### config.mk
export PLATFORM = sky130hd
export DESIGN_NAME = ordinal_date_to_calendar_weekday_unit_flat
export DESIGN_NICKNAME = d
export VERILOG_FILES = /design/src/rtl/core/dtc_pkg.sv /design/src/rtl/core/dtc_if.sv /design/src/rtl/core/dtc_year_stage.sv /design/src/rtl/core/dtc_leap_stage.sv /design/src/rtl/core/dtc_month_stage.sv /design/src/rtl/core/dtc_out_stage.sv /design/src/rtl/core/ordinal_date_to_calendar_weekday_unit.sv /design/src/flat_wrapper.sv
export SDC_FILE = /design/constraint.sdc
export NUM_CORES = 1
export LEC_CHECK = 0
export BUFFER_PORTS_ARGS = -buffer_cell sky130_fd_sc_hd__buf_2
export CAP_MARGIN = 10
export CORE_MARGIN = 8
export CORE_UTILIZATION = 60
export CTS_BUF_LIST = sky130_fd_sc_hd__clkbuf_4
export DETAILED_ROUTE_END_ITERATION = 6
export PLACE_DENSITY = 0.77
export SKIP_CTS_REPAIR_TIMING = 1
export SLEW_MARGIN = 20
export SYNTH_ARGS = -nofsm -noshare
export SYNTH_HDL_FRONTEND = slang
export SYNTH_SLANG_ARGS = --single-unit
### constraint.sdc
create_clock -name i_clk -period 10.5 [get_ports i_clk]
set_input_delay 1.575 -clock i_clk [delete_from_list [all_inputs] [get_ports i_clk]]
set_output_delay 1.575 -clock i_clk [all_outputs]
set_load 0.005 [all_outputs]
### src/rtl/core/dtc_pkg.sv
// Shared types, constants and the month table of the ordinal date converter.
`default_nettype none

package dtc_pkg;

    localparam int unsigned YEAR_W  = 14;
    localparam int unsigned DAY_W   = 9;
    localparam int unsigned SUM_W   = 14;

    localparam logic [YEAR_W-1:0] YEAR_MAX  = 14'd9999;
    localparam logic [DAY_W-1:0]  DAY_LIMIT = 9'd367;
    localparam logic [DAY_W-1:0]  DAY_LEAP  = 9'd366;

    // floor(x / 100) = (x * 5243) >> 19 for x below 16384
    localparam logic [12:0] RECIP_100   = 13'd5243;
    localparam int unsigned RECIP_100_SH = 19;
    // floor(x / 7) = (x * 9363) >> 16 for x below 13000
    localparam logic [13:0] RECIP_7     = 14'd9363;
    localparam int unsigned RECIP_7_SH  = 16;

    typedef enum logic [1:0] {
        ST_OK       = 2'd0,
        ST_BAD_YEAR = 2'd1,
        ST_BAD_DAY  = 2'd2,
        ST_NOT_LEAP = 2'd3
    } t_status;

    localparam logic [8:0] MONTH_START [12] = '{
        9'd0, 9'd31, 9'd59, 9'd90, 9'd120, 9'd151,
        9'd181, 9'd212, 9'd243, 9'd273, 9'd304, 9'd334
    };

    // Days before the first of month m, leap day included from March on.
    function automatic logic [8:0] month_first(input logic [3:0] m, input logic leap);
        logic [8:0] base;
        base = (m < 4'd12) ? MONTH_START[m] : 9'd0;
        return base + ((m >= 4'd2) ? {8'd0, leap} : 9'd0);
    endfunction

    typedef struct packed {
        logic [YEAR_W-1:0] year;
        logic [DAY_W-1:0]  day_of_year;
    } t_req;

    typedef struct packed {
        t_status    status;
        logic       is_leap;
        logic [3:0] month;
        logic [4:0] day_of_month;
        logic [2:0] weekday;
    } t_rsp;

    typedef struct packed {
        logic [YEAR_W-1:0] y;
        logic [YEAR_W-1:0] p;
        logic [DAY_W-1:0]  d;
        logic [6:0]        q_p100;
        logic [4:0]        q_p400;
        logic [7:0]        q_y100;
        logic              yr_bad;
        logic              day_bad;
    } t_s1;

    typedef struct packed {
        t_status          status;
        logic             leap;
        logic [SUM_W-1:0] s;
        logic [DAY_W-1:0] d;
    } t_s2;

    typedef struct packed {
        t_status          status;
        logic             leap;
        logic [SUM_W-1:0] s;
        logic [10:0]      q7;
        logic [3:0]       month;
        logic [DAY_W-1:0] d;
    } t_s3;

endpackage

`default_nettype wire

### src/rtl/core/dtc_if.sv
// Request and response channel interfaces of the ordinal date converter.
`default_nettype none

interface dtc_req_if;
    logic                          valid;
    logic                          ready;
    logic [dtc_pkg::YEAR_W-1:0]    year;
    logic [dtc_pkg::DAY_W-1:0]     day_of_year;

    modport source (output valid, output year, output day_of_year, input ready);
    modport sink   (input valid, input year, input day_of_year, output ready);
endinterface

interface dtc_rsp_if;
    logic             valid;
    logic             ready;
    logic [1:0]       status;
    logic             is_leap;
    logic [3:0]       month;
    logic [4:0]       day_of_month;
    logic [2:0]       weekday;

    modport source (output valid, output status, output is_leap, output month,
                    output day_of_month, output weekday, input ready);
    modport sink   (input valid, input status, input is_leap, input month,
                    input day_of_month, input weekday, output ready);
endinterface

`default_nettype wire

### src/rtl/core/dtc_year_stage.sv
// Stage 1: range checks and the divisions of the year by 100 and 400.
`default_nettype none

module dtc_year_stage (
    input  wire logic          i_clk,
    input  wire logic          i_rst_n,
    input  wire logic          i_vld,
    output logic               o_rdy,
    input  wire dtc_pkg::t_req i_data,
    output logic               o_vld,
    input  wire logic          i_rdy,
    output dtc_pkg::t_s1       o_data
);

    logic              r_vld;
    dtc_pkg::t_s1      r_data;
    dtc_pkg::t_s1      n_data;
    logic [13:0]       p;
    logic [26:0]       prod_p;
    logic [24:0]       prod_q;
    logic [26:0]       prod_y;

    assign o_rdy = !r_vld || i_rdy;

    always_comb begin
        p      = i_data.year - 14'd1;
        prod_p = 27'(p) * 27'(dtc_pkg::RECIP_100);
        prod_q = 25'(p[13:2]) * 25'(dtc_pkg::RECIP_100);
        prod_y = 27'(i_data.year) * 27'(dtc_pkg::RECIP_100);

        n_data.y       = i_data.year;
        n_data.p       = p;
        n_data.d       = i_data.day_of_year;
        n_data.q_p100  = 7'(prod_p >> dtc_pkg::RECIP_100_SH);
        n_data.q_p400  = 5'(prod_q >> dtc_pkg::RECIP_100_SH);
        n_data.q_y100  = 8'(prod_y >> dtc_pkg::RECIP_100_SH);
        n_data.yr_bad  = (i_data.year == '0) || (i_data.year > dtc_pkg::YEAR_MAX);
        n_data.day_bad = (i_data.day_of_year == '0)
                      || (i_data.day_of_year >= dtc_pkg::DAY_LIMIT);
    end

    always_ff @(posedge i_clk) begin
        if (!i_rst_n) begin
            r_vld <= 1'b0;
        end else if (o_rdy) begin
            r_vld <= i_vld;
        end
        if (i_vld && o_rdy) begin
            r_data <= n_data;
        end
    end

    assign o_vld  = r_vld;
    assign o_data = r_data;

endmodule

`default_nettype wire

### src/rtl/core/dtc_leap_stage.sv
// Stage 2: leap rule, status code and the day count that feeds the weekday.
`default_nettype none

module dtc_leap_stage (
    input  wire logic         i_clk,
    input  wire logic         i_rst_n,
    input  wire logic         i_vld,
    output logic              o_rdy,
    input  wire dtc_pkg::t_s1 i_data,
    output logic              o_vld,
    input  wire logic         i_rdy,
    output dtc_pkg::t_s2      o_data
);

    localparam logic [14:0] HUNDRED = 15'd100;

    logic              r_vld;
    dtc_pkg::t_s2      r_data;
    dtc_pkg::t_s2      n_data;
    logic [14:0]       y_hund;
    logic              cent;
    logic              leap;
    logic [14:0]       sum;

    assign o_rdy = !r_vld || i_rdy;

    always_comb begin
        y_hund = 15'(i_data.q_y100) * HUNDRED;
        cent   = (15'(i_data.y) == y_hund);
        leap   = (i_data.y[1:0] == 2'd0) && (!cent || (i_data.q_y100[1:0] == 2'd0));
        // 365 is 1 mod 7, so whole years add one weekday each
        sum    = 15'(i_data.p) + 15'(i_data.p[13:2]) + 15'(i_data.q_p400)
               + 15'(i_data.d) - 15'(i_data.q_p100) - 15'd1;

        if (i_data.yr_bad) begin
            n_data.status = dtc_pkg::ST_BAD_YEAR;
        end else if (i_data.day_bad) begin
            n_data.status = dtc_pkg::ST_BAD_DAY;
        end else if (!leap && (i_data.d == dtc_pkg::DAY_LEAP)) begin
            n_data.status = dtc_pkg::ST_NOT_LEAP;
        end else begin
            n_data.status = dtc_pkg::ST_OK;
        end
        n_data.leap = leap;
        n_data.s    = sum[13:0];
        n_data.d    = i_data.d;
    end

    always_ff @(posedge i_clk) begin
        if (!i_rst_n) begin
            r_vld <= 1'b0;
        end else if (o_rdy) begin
            r_vld <= i_vld;
        end
        if (i_vld && o_rdy) begin
            r_data <= n_data;
        end
    end

    assign o_vld  = r_vld;
    assign o_data = r_data;

endmodule

`default_nettype wire

### src/rtl/core/dtc_month_stage.sv
// Stage 3: month search against the month table and the quotient by seven.
`default_nettype none

module dtc_month_stage (
    input  wire logic         i_clk,
    input  wire logic         i_rst_n,
    input  wire logic         i_vld,
    output logic              o_rdy,
    input  wire dtc_pkg::t_s2 i_data,
    output logic              o_vld,
    input  wire logic         i_rdy,
    output dtc_pkg::t_s3      o_data
);

    logic              r_vld;
    dtc_pkg::t_s3      r_data;
    dtc_pkg::t_s3      n_data;
    logic [27:0]       prod_7;
    logic [3:0]        cnt;

    assign o_rdy = !r_vld || i_rdy;

    always_comb begin
        prod_7 = 28'(i_data.s) * 28'(dtc_pkg::RECIP_7);
        // month index is the number of month starts already passed
        cnt = 4'd0;
        for (int m = 1; m < 12; m++) begin
            cnt = cnt + {3'd0, (i_data.d > dtc_pkg::month_first(4'(m), i_data.leap))};
        end

        n_data.status = i_data.status;
        n_data.leap   = i_data.leap;
        n_data.s      = i_data.s;
        n_data.q7     = 11'(prod_7 >> dtc_pkg::RECIP_7_SH);
        n_data.month  = cnt;
        n_data.d      = i_data.d;
    end

    always_ff @(posedge i_clk) begin
        if (!i_rst_n) begin
            r_vld <= 1'b0;
        end else if (o_rdy) begin
            r_vld <= i_vld;
        end
        if (i_vld && o_rdy) begin
            r_data <= n_data;
        end
    end

    assign o_vld  = r_vld;
    assign o_data = r_data;

endmodule

`default_nettype wire

### src/rtl/core/dtc_out_stage.sv
// Stage 4: weekday remainder, day of month and the output register.
`default_nettype none

module dtc_out_stage (
    input  wire logic         i_clk,
    input  wire logic         i_rst_n,
    input  wire logic         i_vld,
    output logic              o_rdy,
    input  wire dtc_pkg::t_s3 i_data,
    output logic              o_vld,
    input  wire logic         i_rdy,
    output dtc_pkg::t_rsp     o_data
);

    localparam logic [13:0] SEVEN = 14'd7;

    logic              r_vld;
    dtc_pkg::t_rsp     r_data;
    dtc_pkg::t_rsp     n_data;
    logic [13:0]       mul7;
    logic [13:0]       rem;
    logic [8:0]        dom;
    logic              ok;

    assign o_rdy = !r_vld || i_rdy;

    always_comb begin
        mul7 = 14'(i_data.q7) * SEVEN;
        rem  = i_data.s - mul7;
        dom  = i_data.d - dtc_pkg::month_first(i_data.month, i_data.leap);
        ok   = (i_data.status == dtc_pkg::ST_OK);

        // zero every field but the status on error
        n_data.status       = i_data.status;
        n_data.is_leap      = ok && i_data.leap;
        n_data.month        = ok ? i_data.month : 4'd0;
        n_data.day_of_month = ok ? dom[4:0] : 5'd0;
        n_data.weekday      = ok ? rem[2:0] : 3'd0;
    end

    always_ff @(posedge i_clk) begin
        if (!i_rst_n) begin
            r_vld <= 1'b0;
        end else if (o_rdy) begin
            r_vld <= i_vld;
        end
        if (i_vld && o_rdy) begin
            r_data <= n_data;
        end
    end

    assign o_vld  = r_vld;
    assign o_data = r_data;

endmodule

`default_nettype wire

### src/rtl/core/ordinal_date_to_calendar_weekday_unit.sv
// Converts a Gregorian year and day of year to month, day of month and weekday.
//
// Requests arrive on i_req (year, day_of_year); each gives exactly one response
// on o_rsp (status, is_leap, month, day_of_month, weekday, Monday = 0).
// Both channels move a request when valid and ready are high at a rising edge.
// The datapath is a four stage pipeline: range checks and divisions by 100,
// leap rule and day count, month search and quotient by seven, then the
// remainder and day of month into the output register.
// o_rsp.valid rises once a request has passed the year, leap, month and output
// stage registers; one request is accepted every cycle while the response side
// keeps up.
// A stalled o_rsp holds its response; each stage holds its contents and keeps
// taking requests until it is full, so i_req.ready drops only once all four
// stages are occupied.
// A synchronous active-low reset empties the pipeline; no request is lost or
// repeated across a stall.
`default_nettype none

module ordinal_date_to_calendar_weekday_unit (
    input  wire logic i_clk,
    input  wire logic i_rst_n,
    dtc_req_if.sink   i_req,
    dtc_rsp_if.source o_rsp
);

    dtc_pkg::t_req  req;
    dtc_pkg::t_s1   s1_data;
    dtc_pkg::t_s2   s2_data;
    dtc_pkg::t_s3   s3_data;
    dtc_pkg::t_rsp  rsp;
    logic           s1_vld, s1_rdy;
    logic           s2_vld, s2_rdy;
    logic           s3_vld, s3_rdy;

    assign req.year        = i_req.year;
    assign req.day_of_year = i_req.day_of_year;

    dtc_year_stage u_year (
        .i_clk   (i_clk),
        .i_rst_n (i_rst_n),
        .i_vld   (i_req.valid),
        .o_rdy   (i_req.ready),
        .i_data  (req),
        .o_vld   (s1_vld),
        .i_rdy   (s1_rdy),
        .o_data  (s1_data)
    );

    dtc_leap_stage u_leap (
        .i_clk   (i_clk),
        .i_rst_n (i_rst_n),
        .i_vld   (s1_vld),
        .o_rdy   (s1_rdy),
        .i_data  (s1_data),
        .o_vld   (s2_vld),
        .i_rdy   (s2_rdy),
        .o_data  (s2_data)
    );

    dtc_month_stage u_month (
        .i_clk   (i_clk),
        .i_rst_n (i_rst_n),
        .i_vld   (s2_vld),
        .o_rdy   (s2_rdy),
        .i_data  (s2_data),
        .o_vld   (s3_vld),
        .i_rdy   (s3_rdy),
        .o_data  (s3_data)
    );

    dtc_out_stage u_out (
        .i_clk   (i_clk),
        .i_rst_n (i_rst_n),
        .i_vld   (s3_vld),
        .o_rdy   (s3_rdy),
        .i_data  (s3_data),
        .o_vld   (o_rsp.valid),
        .i_rdy   (o_rsp.ready),
        .o_data  (rsp)
    );

    assign o_rsp.status       = rsp.status;
    assign o_rsp.is_leap      = rsp.is_leap;
    assign o_rsp.month        = rsp.month;
    assign o_rsp.day_of_month = rsp.day_of_month;
    assign o_rsp.weekday      = rsp.weekday;

    a_accept_fills: assert property (@(posedge i_clk) disable iff (!i_rst_n)
        (i_req.valid && i_req.ready) |=> s1_vld)
        else $error("accepted request did not enter the first stage");

    a_error_zero: assert property (@(posedge i_clk) disable iff (!i_rst_n)
        (o_rsp.valid && (o_rsp.status != dtc_pkg::ST_OK)) |->
        (!o_rsp.is_leap && (o_rsp.month == 4'd0) && (o_rsp.day_of_month == 5'd0)
         && (o_rsp.weekday == 3'd0)))
        else $error("error response carries nonzero fields");

    a_ok_range: assert property (@(posedge i_clk) disable iff (!i_rst_n)
        (o_rsp.valid && (o_rsp.status == dtc_pkg::ST_OK)) |->
        ((o_rsp.month <= 4'd11) && (o_rsp.day_of_month != 5'd0)
         && (o_rsp.weekday <= 3'd6)))
        else $error("good response out of calendar range");

    a_full_stall: assert property (@(posedge i_clk) disable iff (!i_rst_n)
        (!i_req.ready) |-> (s1_vld && s2_vld && s3_vld && o_rsp.valid && !o_rsp.ready))
        else $error("request side stalled with room in the pipeline");

endmodule

`default_nettype wire
### src/flat_wrapper.sv
// flat-port wrapper written by rule: the top's interface ports become plain ports
module ordinal_date_to_calendar_weekday_unit_flat 
  (i_clk, i_rst_n, i_req_valid, i_req_year, i_req_day_of_year, i_req_ready, o_rsp_valid, o_rsp_status, o_rsp_is_leap, o_rsp_month, o_rsp_day_of_month, o_rsp_weekday, o_rsp_ready);
  dtc_req_if i_req_i ();
  dtc_rsp_if o_rsp_i ();
  input  wire logic i_clk;
  input  wire logic i_rst_n;
  input wire logic [$bits(i_req_i.valid)-1:0] i_req_valid;
  input wire logic [$bits(i_req_i.year)-1:0] i_req_year;
  input wire logic [$bits(i_req_i.day_of_year)-1:0] i_req_day_of_year;
  output wire logic [$bits(i_req_i.ready)-1:0] i_req_ready;
  output wire logic [$bits(o_rsp_i.valid)-1:0] o_rsp_valid;
  output wire logic [$bits(o_rsp_i.status)-1:0] o_rsp_status;
  output wire logic [$bits(o_rsp_i.is_leap)-1:0] o_rsp_is_leap;
  output wire logic [$bits(o_rsp_i.month)-1:0] o_rsp_month;
  output wire logic [$bits(o_rsp_i.day_of_month)-1:0] o_rsp_day_of_month;
  output wire logic [$bits(o_rsp_i.weekday)-1:0] o_rsp_weekday;
  input wire logic [$bits(o_rsp_i.ready)-1:0] o_rsp_ready;
  assign i_req_i.valid = i_req_valid;
  assign i_req_i.year = i_req_year;
  assign i_req_i.day_of_year = i_req_day_of_year;
  assign i_req_ready = i_req_i.ready;
  assign o_rsp_valid = o_rsp_i.valid;
  assign o_rsp_status = o_rsp_i.status;
  assign o_rsp_is_leap = o_rsp_i.is_leap;
  assign o_rsp_month = o_rsp_i.month;
  assign o_rsp_day_of_month = o_rsp_i.day_of_month;
  assign o_rsp_weekday = o_rsp_i.weekday;
  assign o_rsp_i.ready = o_rsp_ready;
  ordinal_date_to_calendar_weekday_unit u_core (.i_clk(i_clk), .i_rst_n(i_rst_n), .i_req(i_req_i), .o_rsp(o_rsp_i));
endmodule
==> results.yml <==
setup_path:
  path_class: "primary input to flop"
  crit_required_ns: 10.79
  r2r-start: "u_core.u_leap.o_data[19]"
  cp-start-kind: "primary input"
  cp_top_family: "adder cells"
  path_common_cell: "inv_1"
  r2r-end: "u_core.u_month.o_data[15]"
  cp_max_fo: 8
  worst-path-buf-inv: 8
  arrival_ns: 8.29
  worstSetupPathDepth: 26
  end_kind: "flop"
  crit_start: "i_req_year[2]"
  ff2ff_path_depth: 16
  cp-endpoint: "u_core.u_year.o_data[21]"
  slowest_stage: "xnor2_1"
  crit_path_max_incr_delay_ns: 0.61
  rrSetupSlack_ns: 5.70
yosys:
  synth_top_cells_by_area: "ha_1, fa_1, edfxtp_1"
  synth-edff-count: 118
  synthArstFlopShare_pct: 0
  synth_largest_area_cell: "ha_1"
  synthDistinctLibCells: 63
  seq_area_frac_synth_pct: 20.0
  avgSynthCellArea_um2: 10.6
  yosys.area.top_type_share_pct: 28.5
  ys_seq_elements: 122
  ys.warnings.count: 0
  synthCells: 1716
  synth_most_common_cell: "inv_1"
  mappedNetlistNets: 2378
  synth_commonest_cells: "inv_1, ha_1, fa_1"
  syn-cell-area_um2: 18100
  synthFlopType: "edfxtp_1"
timing:
  fin_setup_tns_ns: 0
  fin_skew_ns: 0.0262
  hold_viol: 0
  tightestPinTransition_ns: 0.945
  layout_min_cycle_time_ns: 8.00
  finalMaxSlewViolations: 0
  setup_viol: 0
  finalCritPeriodShare_pct: 76.2
  rsz0062_at_grt: "false"
  relSlewSlack_pct: 36.5
  fmax_mhz: 125
die:
  dieArea_um2: 36000
  start_util_pct: 60.9
  io_pins: 44
  fp-row-count: 63
  die_h_um: 190
  die_w_um: 190
  core_area_um2: 29700
global_route:
  grt_max_degree: 60
  grt_pass1_vias: 12400
  antenna_found_initial: 3
  grt_pass1_wl_mm: 60.6
  grt_remaining_overflow: 0
  track_usage_pct: 20.9
job:
  drv_cap: 0
clocking:
  cts-buffers-inserted: 17
  cts_sinks: 122
  clkLatencyLatePin_ns: 0.56
  path_clk_slew_ns: 0.11
  cts-htree-levels: 4
  clockRootBuffer: "clkbuf_4"
  cts_buffer_depth: 2
  cts_tree: "done"
cells_and_area:
  drive_gt1_share_pct: 5.75
  syn2layout_area_growth_pct: 5.80
  nNetsFinal: 2439
  fill_cells: 2307
route:
  drc_errors: 0
  firstDrtPassIters: 5
  ant_nets: 0
  viasPerCell: 5.35
  drt_iter0_markers: 762
  drt-total-wl_mm: 35.7
  via_count: 11700
  avgRoutedWirePerCell_um: 16.4
min_path:
  hold_path.class: "flop to flop"
  whs_path_depth: 0
place:
  dp_hpwl_mm: 31.1
  port_buffers: 43
  gp_congestion: 0.903
outcome:
  status: "finished clean"
worst reg2reg max path, stage by stage, from the launching register on:
cell      delay, ns
edfxtp_1       0.52
ha_1           0.35
ha_1           0.33
fa_1           0.48
inv_1          0.06
fa_1           0.54
inv_1          0.06
fa_1           0.47
ha_1           0.33
a21o_1         0.18
a21o_1         0.17
a21oi_1        0.19
o21ai_0        0.14
o221ai_1       0.25
nand2b_1       0.13
a21oi_1        0.22
xnor2_1        0.13
worst min-delay path by stage:
stage / start / to
global route: u_core.u_leap.o_data[24] / u_core.u_month.o_data[39]
floorplan: u_core.u_leap.o_data[24] / u_core.u_month.o_data[39]
detailed placement: u_core.u_leap.o_data[25] / u_core.u_month.o_data[40]
CTS: u_core.u_leap.o_data[25] / u_core.u_month.o_data[40]
finish: u_core.u_leap.o_data[25] / u_core.u_month.o_data[40]
global placement: u_core.u_leap.o_data[24] / u_core.u_month.o_data[39]
per-layer routing:
metal | routed length (µm) | global-route usage [%] | up-vias
li1 | - | - | 5652
met4 | 719 | 5.98 | 4
met5 | 33 | 0 | -
met2 | 17200 | 35.4 | 270
met3 | 1720 | 2.95 | 53
met1 | 16000 | 27.8 | 5684
layout by cell type, fill, tap and decap left out, drive strengths merged, types with 7 or more instances in the layout:
cell type	instances
a21o	18
a21oi	70
buf	52
clkbuf	21
clkinv	7
edfxtp	118
fa	222
ha	413
inv	495
nand2	41
nand3	12
nand4	11
nor2	42
nor2b	16
nor3	14
o21a	9
o21ai	34
xnor2	73
xor2	21
cells by family after synthesis:
logic type               count (synthesis)  synth area share, %
adder cells (fa/ha/maj)                635                 53.1
buffers and inverters                  505                 10.5
AO/OA/AOI/OAI                          191                 7.06
AND/OR/NAND/NOR                        167                 4.51
flip-flops                             122                 20.0
XOR/XNOR                                94                 4.75
multiplexers                             2                0.111
sequential cells by signal, indices dropped and copies added, names as in the netlist:
| signal | count |
|---|---|
| u_core.u_leap.o_vld | 1 |
| u_core.u_month.o_data | 18 |
| u_core.u_year.o_vld | 1 |
| u_core.u_leap.o_data | 26 |
| u_core.u_month.o_vld | 1 |
| u_core.u_out.o_data | 15 |
| u_core.u_year.o_data | 59 |
| u_core.u_out.o_vld | 1 |
cell type report:
class | instances | area, µm² | area share [%]
clock inverter | 11 | 128 | 0.666
antenna | 1 | 2.50 | 0.0131
timing repair buffer | 52 | 283 | 1.48
clock buffer | 21 | 158 | 0.823
inverter | 495 | 1860 | 9.70
multi-input combinational | 1089 | 12600 | 65.9
tap | 390 | 488 | 2.55
sequential | 122 | 3620 | 18.9
through the flow:
stage | utilization [%] | hold slack (ns) | setup WS, ns | area (µm²) | instances
2_1_floorplan | - | 0.400 | 2.85 | 18100 | 1716
3_3_place_gp | 63.5 | 0.408 | 2.18 | 18900 | 2148
3_5_place_dp | 63.5 | 0.405 | 2.02 | 18900 | 2148
4_1_cts | 64.4 | 0.429 | 2.60 | 19100 | 2180
5_1_grt | 64.5 | 0.438 | 2.06 | 19200 | 2181
6_report | 64.5 | 0.428 | 2.50 | 19200 | 2181
Power is left out: the tool's default activity adds up to more than one toggle a clock period on the data nets, which glitch-free logic cannot reach.
